`src/rbrm_pkg.sv`:
```
// Shared types, field widths, command codes and size helpers for the
// read buffer range match table. No dependencies.
package rbrm_pkg;

   localparam int unsigned CMD_W   = 2;
   localparam int unsigned ADDR_W  = 32;
   localparam int unsigned IDX_W   = 2;
   localparam int unsigned SIZE_W  = 2;
   localparam int unsigned FAULT_W = 4;
   localparam int unsigned LEN_W   = 6;

   // Payload widths on the stream ports (tdata padded to whole bytes).
   localparam int unsigned REQ_FIELDS_W = ADDR_W + IDX_W + SIZE_W + FAULT_W;
   localparam int unsigned REQ_DATA_W   = ((REQ_FIELDS_W + 7) / 8) * 8;
   localparam int unsigned RSP_FIELDS_W = IDX_W + SIZE_W + FAULT_W;
   localparam int unsigned RSP_DATA_W   = ((RSP_FIELDS_W + 7) / 8) * 8;

   localparam logic [CMD_W-1:0] CMD_SEARCH   = 2'd0;
   localparam logic [CMD_W-1:0] CMD_LOAD     = 2'd1;
   localparam logic [CMD_W-1:0] CMD_INVAL    = 2'd2;
   localparam logic [CMD_W-1:0] CMD_INVAL_ALL = 2'd3;

   localparam logic [SIZE_W-1:0] SIZE_NONE = 2'd0;
   localparam logic [SIZE_W-1:0] SIZE_4    = 2'd1;
   localparam logic [SIZE_W-1:0] SIZE_16   = 2'd2;
   localparam logic [SIZE_W-1:0] SIZE_32   = 2'd3;

   typedef struct packed {
      logic [CMD_W-1:0]   cmd;
      logic [ADDR_W-1:0]  addr;
      logic [IDX_W-1:0]   entry_index;
      logic [SIZE_W-1:0]  size_code;
      logic [FAULT_W-1:0] fault_code;
   } cmd_type;

   typedef struct packed {
      logic               match;
      logic [SIZE_W-1:0]  size;
      logic [FAULT_W-1:0] fault;
   } cell_stat_type;

   typedef struct packed {
      logic               hit;
      logic [IDX_W-1:0]   hit_index;
      logic [SIZE_W-1:0]  hit_size;
      logic [FAULT_W-1:0] hit_fault;
   } rsp_type;

   // Range length in bytes for a size code; the invalid code has none.
   function automatic logic [LEN_W-1:0] size_len(input logic [SIZE_W-1:0] size);
      logic [LEN_W-1:0] len;
      unique case (size)
         SIZE_NONE: len = 6'd0;
         SIZE_4:    len = 6'd4;
         SIZE_16:   len = 6'd16;
         SIZE_32:   len = 6'd32;
         default:   len = 6'd0;
      endcase
      return len;
   endfunction

   // Mask that aligns an address down to the length; the invalid code
   // clears the whole address.
   function automatic logic [ADDR_W-1:0] align_mask(input logic [SIZE_W-1:0] size);
      logic [ADDR_W-1:0] mask;
      unique case (size)
         SIZE_NONE: mask = '0;
         SIZE_4:    mask = ~ADDR_W'(32'd3);
         SIZE_16:   mask = ~ADDR_W'(32'd15);
         SIZE_32:   mask = ~ADDR_W'(32'd31);
         default:   mask = '0;
      endcase
      return mask;
   endfunction

endpackage

```
`src/rbrm_cell.sv`:
```
// One table entry: its stored range and fault, the search compare, the
// overlap test against a load, and its own update. Uses rbrm_pkg.
module rbrm_cell
   import rbrm_pkg::*;
#(
   parameter int unsigned INDEX = 0
) (
   input  logic          clock,
   input  logic          reset,
   input  cmd_type       cmd,
   input  logic          commit,
   output cell_stat_type stat
);

   // Only entries reachable by the index field can be written or cleared singly.
   localparam bit ADDRESSABLE = (INDEX < (1 << IDX_W));

   logic [ADDR_W-1:0]  addr_ff,  addr_in;
   logic [SIZE_W-1:0]  size_ff,  size_in;
   logic [FAULT_W-1:0] fault_ff, fault_in;

   logic               valid;
   logic [ADDR_W-1:0]  old_end;
   logic [ADDR_W-1:0]  new_start;
   logic [ADDR_W-1:0]  new_end;
   logic [ADDR_W-1:0]  ov_hi;
   logic [ADDR_W-1:0]  ov_lo;
   logic               overlap;
   logic               selected;

   assign valid   = (size_ff != SIZE_NONE);
   assign old_end = addr_ff + ADDR_W'(size_len(size_ff));

   assign new_start = cmd.addr & align_mask(cmd.size_code);
   assign new_end   = new_start + ADDR_W'(size_len(cmd.size_code));
   assign ov_hi     = (new_start > addr_ff) ? new_start : addr_ff;
   assign ov_lo     = (new_end < old_end) ? new_end : old_end;
   assign overlap   = valid && (ov_hi < ov_lo);

   assign selected = ADDRESSABLE && (cmd.entry_index == IDX_W'(INDEX));

   assign stat.match = valid && (cmd.addr >= addr_ff) && (cmd.addr < old_end);
   assign stat.size  = size_ff;
   assign stat.fault = fault_ff;

   always_comb begin
      addr_in  = addr_ff;
      size_in  = size_ff;
      fault_in = fault_ff;
      if (commit) begin
         unique case (cmd.cmd)
            CMD_SEARCH: begin
            end
            CMD_LOAD: begin
               // Overlap clears first; a write to this entry then wins.
               if (overlap) begin
                  size_in = SIZE_NONE;
               end
               if (selected) begin
                  addr_in  = new_start;
                  size_in  = cmd.size_code;
                  fault_in = cmd.fault_code;
               end
            end
            CMD_INVAL: begin
               if (selected) begin
                  size_in = SIZE_NONE;
               end
            end
            CMD_INVAL_ALL: begin
               size_in = SIZE_NONE;
            end
            default: begin
            end
         endcase
      end
   end

   always_ff @(posedge clock) begin
      if (reset) begin
         size_ff  <= SIZE_NONE;
         fault_ff <= '0;
      end else begin
         size_ff  <= size_in;
         fault_ff <= fault_in;
      end
   end

   // The address is only ever read while the entry is valid.
   always_ff @(posedge clock) begin
      addr_ff <= addr_in;
   end

endmodule

```
`src/read_buffer_range_match_table.sv`:
```
// Top level of the read buffer range match table: stream ports, input and
// result registers, the row of entry cells and the priority pick. Uses
// rbrm_pkg and rbrm_cell.

// Every command transfer yields exactly one result transfer, in order.
// A new command can be taken in every clock cycle unless the result side is
// stalled by rsp_tready, so the sustained rate is one item per cycle; each
// command passes the input register and then the result register. That rate
// is set by the table itself: all ENTRIES entries are compared against the
// registered command in parallel, the lowest-numbered match is picked, and a
// load or invalidate updates the entries in the same cycle the result is
// captured, so the next command always sees the updated table.
// Search returns the first valid entry whose range contains the address;
// load aligns the address to its size, clears every valid entry that
// overlaps the new range and then writes the chosen entry; invalidate one
// clears a single entry and invalidate all clears the whole table. Results
// of commands other than search are all zero. Entries at index four and
// above exist only when ENTRIES grows beyond the index field's reach; they
// are never written, so they stay invalid and never hit.
module read_buffer_range_match_table
   import rbrm_pkg::*;
#(
   parameter int unsigned ENTRIES = 4
) (
   input  logic                  clock,
   input  logic                  reset,

   input  logic                  req_tvalid,
   output logic                  req_tready,
   // [31:0] addr, [33:32] entry_index, [35:34] size_code, [39:36] fault_code
   input  logic [REQ_DATA_W-1:0] req_tdata,
   // [1:0] cmd
   input  logic [CMD_W-1:0]      req_tuser,

   output logic                  rsp_tvalid,
   input  logic                  rsp_tready,
   // [1:0] hit_index, [3:2] hit_size, [7:4] hit_fault
   output logic [RSP_DATA_W-1:0] rsp_tdata,
   // [0] hit
   output logic                  rsp_tuser
);

   logic          in_valid_ff, in_valid_in;
   cmd_type       in_cmd_ff, in_cmd_in;
   logic          out_valid_ff, out_valid_in;
   rsp_type       out_ff, out_in;

   logic          req_fire;
   logic          rsp_fire;
   logic          advance;

   cell_stat_type stat [ENTRIES];
   rsp_type       pick;

   // The held command moves on when the result register is free or is
   // being emptied in this cycle; the input register then takes a new one.
   assign advance    = in_valid_ff && (!out_valid_ff || rsp_tready);
   assign req_tready = !in_valid_ff || advance;
   assign req_fire   = req_tvalid && req_tready;
   assign rsp_fire   = out_valid_ff && rsp_tready;

   always_comb begin
      in_cmd_in = in_cmd_ff;
      if (req_fire) begin
         in_cmd_in.cmd         = req_tuser;
         in_cmd_in.addr        = req_tdata[ADDR_W-1:0];
         in_cmd_in.entry_index = req_tdata[ADDR_W+IDX_W-1:ADDR_W];
         in_cmd_in.size_code   = req_tdata[ADDR_W+IDX_W+SIZE_W-1:ADDR_W+IDX_W];
         in_cmd_in.fault_code  = req_tdata[REQ_FIELDS_W-1:ADDR_W+IDX_W+SIZE_W];
      end
   end

   always_comb begin
      priority if (req_fire) begin
         in_valid_in = 1'b1;
      end else if (advance) begin
         in_valid_in = 1'b0;
      end else begin
         in_valid_in = in_valid_ff;
      end
   end

   // Each cell holds one entry and updates itself when the command commits.
   for (genvar k = 0; k < ENTRIES; k++) begin : g_cell
      rbrm_cell #(
         .INDEX (k)
      ) u_cell (
         .clock  (clock),
         .reset  (reset),
         .cmd    (in_cmd_ff),
         .commit (advance),
         .stat   (stat[k])
      );
   end

   // Lowest-numbered matching entry wins: scan from the top down so that
   // lower entries overwrite higher ones.
   always_comb begin
      pick = '0;
      for (int k = ENTRIES - 1; k >= 0; k--) begin
         if (stat[k].match) begin
            pick.hit       = 1'b1;
            pick.hit_index = IDX_W'(k);
            pick.hit_size  = stat[k].size;
            pick.hit_fault = stat[k].fault;
         end
      end
   end

   always_comb begin
      out_in = out_ff;
      if (advance) begin
         out_in = (in_cmd_ff.cmd == CMD_SEARCH) ? pick : '0;
      end
   end

   always_comb begin
      priority if (advance) begin
         out_valid_in = 1'b1;
      end else if (rsp_fire) begin
         out_valid_in = 1'b0;
      end else begin
         out_valid_in = out_valid_ff;
      end
   end

   always_ff @(posedge clock) begin
      if (reset) begin
         in_valid_ff  <= 1'b0;
         out_valid_ff <= 1'b0;
      end else begin
         in_valid_ff  <= in_valid_in;
         out_valid_ff <= out_valid_in;
      end
   end

   always_ff @(posedge clock) begin
      in_cmd_ff <= in_cmd_in;
      out_ff    <= out_in;
   end

   assign rsp_tvalid = out_valid_ff;
   assign rsp_tuser  = out_ff.hit;
   assign rsp_tdata  = RSP_DATA_W'({out_ff.hit_fault, out_ff.hit_size, out_ff.hit_index});

endmodule

```
`config.mk`:
```
export PLATFORM = sky130hd
export DESIGN_NAME = read_buffer_range_match_table
export DESIGN_NICKNAME = d
export VERILOG_FILES = /design/src/rbrm_pkg.sv /design/src/rbrm_cell.sv /design/src/read_buffer_range_match_table.sv
export SDC_FILE = /design/constraint.sdc
export NUM_CORES = 1
export LEC_CHECK = 0
export BUFFER_PORTS_ARGS = -buffer_cell sky130_fd_sc_hd__buf_2
export CAP_MARGIN = 5
export CORE_AREA = 2 2 218 220
export DETAILED_ROUTE_END_ITERATION = 7
export DIE_AREA = 0 0 220 222
export PLACE_DENSITY = 0.72
export SETUP_SLACK_MARGIN = 0.5
export SYNTH_ARGS = -nofsm -noshare
export SYNTH_HDL_FRONTEND = slang
export SYNTH_SLANG_ARGS = --single-unit
export TNS_END_PERCENT = 5
```
`constraint.sdc`:
```
create_clock -name clock -period 21.5 [get_ports clock]
set_input_delay 4.3 -clock clock [delete_from_list [all_inputs] [get_ports clock]]
set_output_delay 4.3 -clock clock [all_outputs]
set_load 0.005 [all_outputs]
```
==> summary.md, run 1 <==
| Metric | Value |
|---|---|
| CTS tree | `done` |
| Final Hold Viols | `0` |
| Worst-Margin Slew | `1.23 ns` |
| GRT Total Usage | `40.2%` |
| Async S/R FF share, synth | `0%` |
| Core area | `46300 sq um` |
| # port buffers | `56` |
| Critical Path AT | `9.97 ns` |
| CTS Root Cell | `clkbuf_16` |
| Critical path launch point | `in_cmd_ff[4]` |
| WS Path Type | `flip-flop to flip-flop` |
| Routed WL | `98200 microns` |
| WP depth | `30` |
| Worst R2R Setup Slack | `11.95 ns` |
| Antenna violations before repair | `2` |
| Area growth syn-to-layout | `7.66%` |
| DR vias | `23705` |
| Post-synth EDFFs | `171` |
| Rows | `79` |
| CTS Sinks | `197` |
| Ys flop type | `edfxtp_1` |
| Syn_area_per_cell | `8.89 sq um` |
| Vias per Instance | `6.69` |
| CTS Buffer Depth | `2` |
| Largest net degree at the start of global routing | `52` |
| RSZ-0062 raised after global routing | `false` |
| GP Congestion | `1.03` |
| Pre-antenna DRT Iters | `8` |
| CP Capture Type | `flip-flop` |
| Hold Startpoint | `g_cell[3].u_cell.fault_ff[3]` |
| Syn Nets | `3503` |
| Fraction of layout cells with a size suffix above 1 | `10.6%` |
| Ant diodes | `0` |
| Worst Path Required | `21.92 ns` |
| Hold_ws | `0.463 ns` |
| Most frequent CP cell | `ha_1` |
| Worst reg2reg path startpoint | `in_cmd_ff[4]` |
| Fin nets | `3582` |
| Global-route wire length before repair | `143000 microns` |
| ANT nets after route | `0` |
| Cell at the slowest stage of the critical path | `a221oi_1` |
| Starting density of the core | `54.7%` |
| Clk slew on worst S/H paths | `0.09 ns` |
| Die extent in y | `222 microns` |
| I/O pin count | `57` |
| Max-cap violations | `0` |
| Setup Buffers After CTS | `0` |
| FF+latch count, synth | `197` |
| DRC errors left | `0` |
| Syn Inst Count | `2846` |
| Routed length per instance | `27.7 microns` |
| Synth Warn # | `0` |
| Final core utilization | `58.9%` |
| Sequential share of the synthesized area | `22.4%` |
| Vias in the first global route | `23276` |
| Largest delay share family, worst path | `compound AO/OA/AOI/OAI gates` |
| Crit path to | `g_cell[3].u_cell.size_ff[0]` |
| Final Power | `1.15 mW` |
| Post-route insts no fill | `3545` |
| Power Density | `42.3 nW/um^2` |
| Slew HR | `17.0%` |
| Maximum achievable frequency | `105 MHz` |
| # H-tree levels | `4` |
| Die width | `220 microns` |
| Later-pin clock latency in the skew report | `0.54 ns` |
| R2R depth | `30` |
| Skew final | `0.0199 ns` |
| Worst Hold Class | `flip-flop to flip-flop` |
| CP max stage delay | `0.72 ns` |
| Die area | `48800 sq um` |
| Setup TNS | `0 ns` |
| Placed cells | `3512` |
| Cell area after synthesis | `25300 sq um` |
| Min Tclk post-route | `9.55 ns` |
| Critical Path Start Type | `flip-flop` |
| PostCTS Resize Cnt | `0` |
| Starting DRT DRC Count | `2450` |
| Overflow left after global routing | `0` |
| Peak supply drop | `0.0632 mV` |
| Worst R2R End | `g_cell[3].u_cell.size_ff[0]` |
| TritonCTS buffer count | `17` |
| HPWL Detailed | `76200 microns` |
| Fin. max-slew vios | `0` |
| Number of distinct library cells after synthesis | `77` |
| Hold_buf cts | `0` |
| Buf/Inv on CP | `4` |
| Pleak | `12.0 nW` |
| Fin crit share | `44.4%` |
| Final number of setup-violating endpoints | `0` |
| Status | `complete, no violations` |
| Max FO, Critical Path | `20` |
==> cell type report <==
class                   count  area, sq um
fillers                  4079        19000
multi-input cells        2386        18700
repair buffers            124          788
well taps                 607          759
inverters                 199          747
clock inverters            14          171
clock buffers              18          429
flip-flops and latches    197         5660
==> kinds of logic after synthesis <==
logic type,share of synthesized area [%]
adders and majority gates,30.2
DFF,22.4
buffers and inverters,3.99
and+or+nand+nor,16.1
muxes,6.69
AOI/OAI and AO/OA,15.8
xor gates and xnor gates,4.85
==> cell usage after synthesis (5+ instances only) <==
library cell | n | share of area (%)
o21a_1 | 8 | 0.24
o21bai_1 | 9 | 0.27
buf_1 | 5 | 0.074
dfxtp_1 | 26 | 2.1
a21o_1 | 66 | 2.0
and3_1 | 19 | 0.47
or4_1 | 5 | 0.15
a31oi_1 | 18 | 0.45
a22oi_1 | 6 | 0.18
o31ai_1 | 7 | 0.21
o21ai_0 | 192 | 3.8
mux2_2 | 136 | 6.1
xnor2_1 | 124 | 4.3
clkbuf_1 | 49 | 0.73
a21oi_1 | 197 | 3.9
o221ai_1 | 9 | 0.31
edfxtp_1 | 171 | 20
a211oi_1 | 47 | 1.4
nor4_1 | 24 | 0.59
nor2b_1 | 47 | 1.2
mux2i_1 | 16 | 0.63
a21boi_0 | 7 | 0.21
nand2b_1 | 15 | 0.37
xor2_1 | 16 | 0.55
a2111oi_0 | 6 | 0.21
a221oi_1 | 11 | 0.38
inv_1 | 199 | 3.0
nand4_1 | 102 | 2.5
o21ai_1 | 6 | 0.12
nor2_1 | 163 | 2.4
o211ai_1 | 15 | 0.45
nand2_1 | 264 | 3.9
ha_1 | 611 | 30
and4_1 | 19 | 0.66
o31a_1 | 6 | 0.21
nor3_1 | 52 | 1.0
buf_2 | 8 | 0.16
and2_1 | 7 | 0.17
nand3_1 | 86 | 1.7
or3_1 | 5 | 0.12
==> cell usage in the layout (no fill, tap or decap), drive strengths merged, types with 8 or more instances in the layout <==
| master | n |
|---|---|
| xnor2 | 124 |
| nor2b | 48 |
| o21a | 8 |
| o21ai | 198 |
| mux2i | 16 |
| ha | 611 |
| and4 | 19 |
| a211oi | 47 |
| and2 | 11 |
| nor3 | 52 |
| a21o | 66 |
| inv | 203 |
| a21oi | 197 |
| and3 | 19 |
| nor2 | 164 |
| nand4 | 103 |
| clkbuf | 19 |
| clkinv | 10 |
| nand2b | 15 |
| dfxtp | 26 |
| nand3 | 86 |
| buf | 123 |
| edfxtp | 171 |
| o21bai | 9 |
| mux2 | 136 |
| nor4 | 26 |
| o221ai | 9 |
| xor2 | 16 |
| o211ai | 15 |
| nand2 | 264 |
| a221oi | 11 |
| a31oi | 18 |
==> power breakdown <==
| part | internal (mW) | leakage (nW) | switching, mW |
|---|---|---|---|
| clock network | 0.156 | 0.289 | 0.187 |
| registers | 0.424 | 1.81 | 0.0139 |
| logic | 0.140 | 9.91 | 0.230 |
==> state kept, by name, summed over array words and instances (netlist names) <==
register	flops
g_cell.u_cell.addr_ff	120
g_cell.u_cell.size_ff	8
in_cmd_ff	42
in_valid_ff	1
rsp_tuser	1
g_cell.u_cell.fault_ff	16
rsp_tdata	8
rsp_tvalid	1
==> metrics by stage <==
step / setup slack [ns] / area (sq um)
6_report: 11.95 / 27200
5_1_grt: 11.65 / 27200
4_1_cts: 12.30 / 27200
3_5_place_dp: 12.36 / 26600
3_3_place_gp: 12.40 / 26600
2_1_floorplan: 12.63 / 25300
==> layer usage <==
layer  track usage, %  vias up  share of wire (%)
li1                 -    10848                  -
met1             49.3    11241                 39
met2             61.8     1242                 43
met3             7.93      372                8.8
met4             30.6        2                8.8
met5                0        -              0.013
==> worst min path at each step <==
stage	endpoint	slack [ns]	cells past startpoint
floorplan	g_cell[3].u_cell.fault_ff[0]	0.44	2
global placement	g_cell[0].u_cell.fault_ff[0]	0.45	2
detailed placement	g_cell[0].u_cell.fault_ff[3]	0.45	2
CTS	g_cell[0].u_cell.fault_ff[0]	0.46	2
global route	g_cell[3].u_cell.fault_ff[1]	0.48	2
finish	g_cell[3].u_cell.fault_ff[3]	0.46	2
==> worst min-delay path, stage by stage, from the launching register on <==
cell     delay (ns)
dfxtp_1        0.32
nand2_1        0.05
a21oi_1        0.05
No activity file was read; power rests on OpenSTA's default activity.
==> inputs of run 2 (changes only) <==
--- a/config.mk
+++ b/config.mk
@@ -5,11 +5,12 @@
 export SDC_FILE = /design/constraint.sdc
 export NUM_CORES = 1
 export LEC_CHECK = 0
+export ABC_AREA = 1
 export BUFFER_PORTS_ARGS = -buffer_cell sky130_fd_sc_hd__buf_2
 export CAP_MARGIN = 5
-export CORE_AREA = 2 2 218 220
+export CORE_AREA = 2 2 221 223
 export DETAILED_ROUTE_END_ITERATION = 7
-export DIE_AREA = 0 0 220 222
+export DIE_AREA = 0 0 223 225
 export PLACE_DENSITY = 0.72
 export SETUP_SLACK_MARGIN = 0.5
 export SYNTH_ARGS = -nofsm -noshare
==> constraint.sdc (replaced) <==
create_clock -name clock -period 8.8 [get_ports clock]
set_input_delay 1.76 -clock clock [delete_from_list [all_inputs] [get_ports clock]]
set_output_delay 1.76 -clock clock [all_outputs]
set_load 0.005 [all_outputs]
==> run 2 against run 1 <==
Global-route usage decreased by 2.8 points. Largest cell class unchanged. Total power increased to 2.5 times the previous value. Clock skew increased by 0.0054 ns. Worst hold slack improved by 0.024 ns. Sequential share of layout area decreased by 0.50 points. Largest power group unchanged. First-iteration DRC count increased by 13%. Final cell count increased by 19%. Die area increased by 2.7%. Count of clock-buffer cells in the layout decreased by 1. Sequential power increased by 140%. Non-clock buffer count decreased by 3.
==> summary.md, run 2 <==
| Metric | Value |
|---|---|
| FF+latch count, synth | `197 (unchanged)` |
| Largest Register | `g_cell.u_cell.addr_ff` |
| Setup Buffers After CTS | `0 (unchanged)` |
| RSZ-0062 raised after global routing | `true` |
| CTS Sinks | `197 (unchanged)` |
| Critical Path AT | `8.20 ns (-1.77 ns)` |
| CP Capture Type | `flip-flop` |
| ANT nets after route | `0 (unchanged)` |
| Placed cells | `4187 (+19%)` |
| Largest registers | `g_cell.u_cell.addr_ff: 120 flops, in_cmd_ff: 42 flops, g_cell.u_cell.fault_ff: 16 flops` |
| Worst Path Required | `9.27 ns (-12.65 ns)` |
| CP max stage delay | `0.43 ns (-0.29 ns)` |
| Final Hold Viols | `0 (unchanged)` |
| Pleak | `13.7 nW (+14%)` |
| Syn Inst Count | `3504 (+23%)` |
| # H-tree levels | `4 (unchanged)` |
| DRC errors left | `0 (unchanged)` |
| Status | `complete, no violations` |
| Worst-Margin Slew | `1.05 ns (-0.184 ns)` |
| Max FO, Critical Path | `54 (+170%)` |
| Pre-antenna DRT Iters | `8 (unchanged)` |
| Die area | `50200 sq um (+2.7%)` |
| Worst Hold Class | `flip-flop to flip-flop` |
| Area leader, netlist | `ha_1` |
| Largest net degree at the start of global routing | `60 (+15%)` |
| Synth top area share | `29.5% (-0.74 points)` |
| Final number of setup-violating endpoints | `0 (unchanged)` |
| Most frequent cells in the layout | `nand2_1, ha_1, inv_1` |
| Worst R2R Setup Slack | `1.07 ns (-10.88 ns)` |
| Vias in the first global route | `23800 (+2.3%)` |
| Setup TNS | `0 ns (unchanged)` |
| Hold_buf cts | `0 (unchanged)` |
| Ys flop type | `edfxtp_1` |
| Number of distinct library cells after synthesis | `54 (-30%)` |
| Sequential share of the synthesized area | `21.8% (-0.55 points)` |
| Top-count cell post-synth | `nand2_1` |
| Post-route insts no fill | `4219 (+19%)` |
| Synth top cells by count | `nand2_1, ha_1, inv_1, o21ai_0, a21oi_1` |
| Area growth syn-to-layout | `7.61% (about the same)` |
| Max-cap violations | `0 (unchanged)` |
| Ant diodes | `0 (unchanged)` |
| Critical Path Start Type | `flip-flop` |
| Async S/R FF share, synth | `0% (unchanged)` |
| Core area | `47500 sq um (+2.8%)` |
| Fraction of layout cells with a size suffix above 1 | `6.16% (-4.5 points)` |
| Synth Warn # | `0 (unchanged)` |
| Peak supply drop | `0.172 mV (+170%)` |
| CTS tree | `done` |
| CTS Buffer Depth | `2 (unchanged)` |
| Routed length per instance | `22.1 microns (-20%)` |
| Cell area after synthesis | `25900 sq um (+2.5%)` |
| Starting density of the core | `54.6% (-0.14 points)` |
| Commonest non-fill, non-tap cell in the layout | `nand2_1` |
| Most frequent CP cell | `nand2_1` |
| Die extent in y | `225 microns (+1.4%)` |
| Vias per Instance | `6.04 (-9.6%)` |
| Slew HR | `29.8% (+13 points)` |
| Syn Nets | `4161 (+19%)` |
| PostCTS Resize Cnt | `0 (unchanged)` |
| Rows | `80 (+1.3%)` |
| CTS Root Cell | `clkbuf_16` |
| Top cells by area, synth | `ha_1, edfxtp_1, nand2_1` |
| Syn_area_per_cell | `7.40 sq um (-17%)` |
| Antenna violations before repair | `2 (unchanged)` |
| I/O pin count | `57 (unchanged)` |
| Global-route wire length before repair | `140000 microns (-2.1%)` |
| Clk slew on worst S/H paths | `0.08 ns (about the same)` |
| Min Tclk post-route | `7.73 ns (-1.82 ns)` |
| Routed WL | `93400 microns (-4.8%)` |
| DR vias | `25499 (+7.6%)` |
| Fill count | `4526 (+11%)` |
| Final core utilization | `58.7% (-0.18 points)` |
| TritonCTS buffer count | `17 (unchanged)` |
| Skew final | `0.0253 ns (+0.00542 ns)` |
| GRT Total Usage | `37.4% (-2.8 points)` |
| # port buffers | `56 (unchanged)` |
| Later-pin clock latency in the skew report | `0.55 ns (about the same)` |
| Starting DRT DRC Count | `2762 (+13%)` |
| Die width | `223 microns (+1.4%)` |
| GP Congestion | `1.03 (-0.24%)` |
| Maximum achievable frequency | `129 MHz (+24%)` |
| Post-synth EDFFs | `171 (unchanged)` |
| Fin crit share | `87.9% (+43 points)` |
| Overflow left after global routing | `0 (unchanged)` |
| Final Power | `2.90 mW (+150%)` |
| Power Density | `104 nW/um^2 (+150%)` |
| WS Path Type | `flip-flop to flip-flop` |
| HPWL Detailed | `74400 microns (-2.5%)` |
| Cell at the slowest stage of the critical path | `edfxtp_1` |
| Fin nets | `4248 (+19%)` |
| Fin. max-slew vios | `0 (unchanged)` |
| Max reg flops | `120 (unchanged)` |
==> run 2: changes by cell type after synthesis, moves of 54 or more <==
cell	before	now
a21o_1	66	12
a21oi_1	197	272
inv_1	199	378
mux2_2	136	0
nand2_1	264	865
nor2_1	163	263
o21ai_0	192	301
xnor2_1	124	5
xor2_1	16	114
==> run 2: routing by layer <==
layer | GRT usage [%] | wire [microns]
met1 | 49.5 | 38300
met3 | 9.06 | 10800
met5 | 0 | 18
met4 | 20.6 | 5630
met2 | 56.2 | 38700
==> run 2: final timing paths <==
path                             endpoint                          from  cells past startpoint
max           g_cell[1].u_cell.size_ff[1]                  in_cmd_ff[4]                     40
min          g_cell[3].u_cell.fault_ff[2]  g_cell[3].u_cell.fault_ff[2]                      2
max reg2reg   g_cell[1].u_cell.size_ff[1]                  in_cmd_ff[4]                     40
min reg2reg  g_cell[3].u_cell.fault_ff[2]  g_cell[3].u_cell.fault_ff[2]                      2
==> run 2: report_power, final <==
group	leakage [nW]	total [mW]	internal (mW)	switching [mW]
Sequential	1.81	1.07	1.04	0.0282
Clock	0.302	0.877	0.392	0.485
Combinational	11.6	0.956	0.319	0.637
==> run 2: per-stage QoR <==
stage	setup slack, ns	hold WS, ns	area (sq um)
after detailed placement	0.919	0.473	27300
after global placement	1.14	0.464	27300
after global routing	0.391	0.525	27900
after CTS	0.886	0.492	27900
final	1.07	0.488	27900
after floorplan	2.88	0.455	25900
==> run 2: worst max-delay path, delay by kind of cell (launching register included) <==
kind                     cells  cell delay, ns
AO/OA/AOI/OAI                2            0.17
XOR/XNOR                     1            0.19
adder cells (fa/ha/maj)      4            1.10
buffers and inverters        6            1.29
flip-flops                   1            0.43
AND/OR/NAND/NOR             27            4.49
==> run 2: layout make-up <==
cell class | count | area [sq um] | share of cell area [%]
timing repair buffer | 121 | 768 | 2.75
clock buffer | 17 | 425 | 1.52
inverter | 384 | 1440 | 5.16
clock inverter | 15 | 193 | 0.690
multi-input combinational | 2870 | 18700 | 66.9
sequential | 197 | 5660 | 20.3
tap | 615 | 769 | 2.76
==> run 2: cells by family (layout without fill, tap and decap cells) <==
group / after synthesis / in the layout / synth area share [%]
buffers and inverters: 437 / 537 / 6.37
XOR/XNOR: 119 / 119 / 4.02
adder cells (fa/ha/maj): 611 / 611 / 29.5
AO/OA/AOI/OAI: 680 / 680 / 14.2
AND/OR/NAND/NOR: 1460 / 1460 / 24.1
flip-flops: 197 / 197 / 21.8
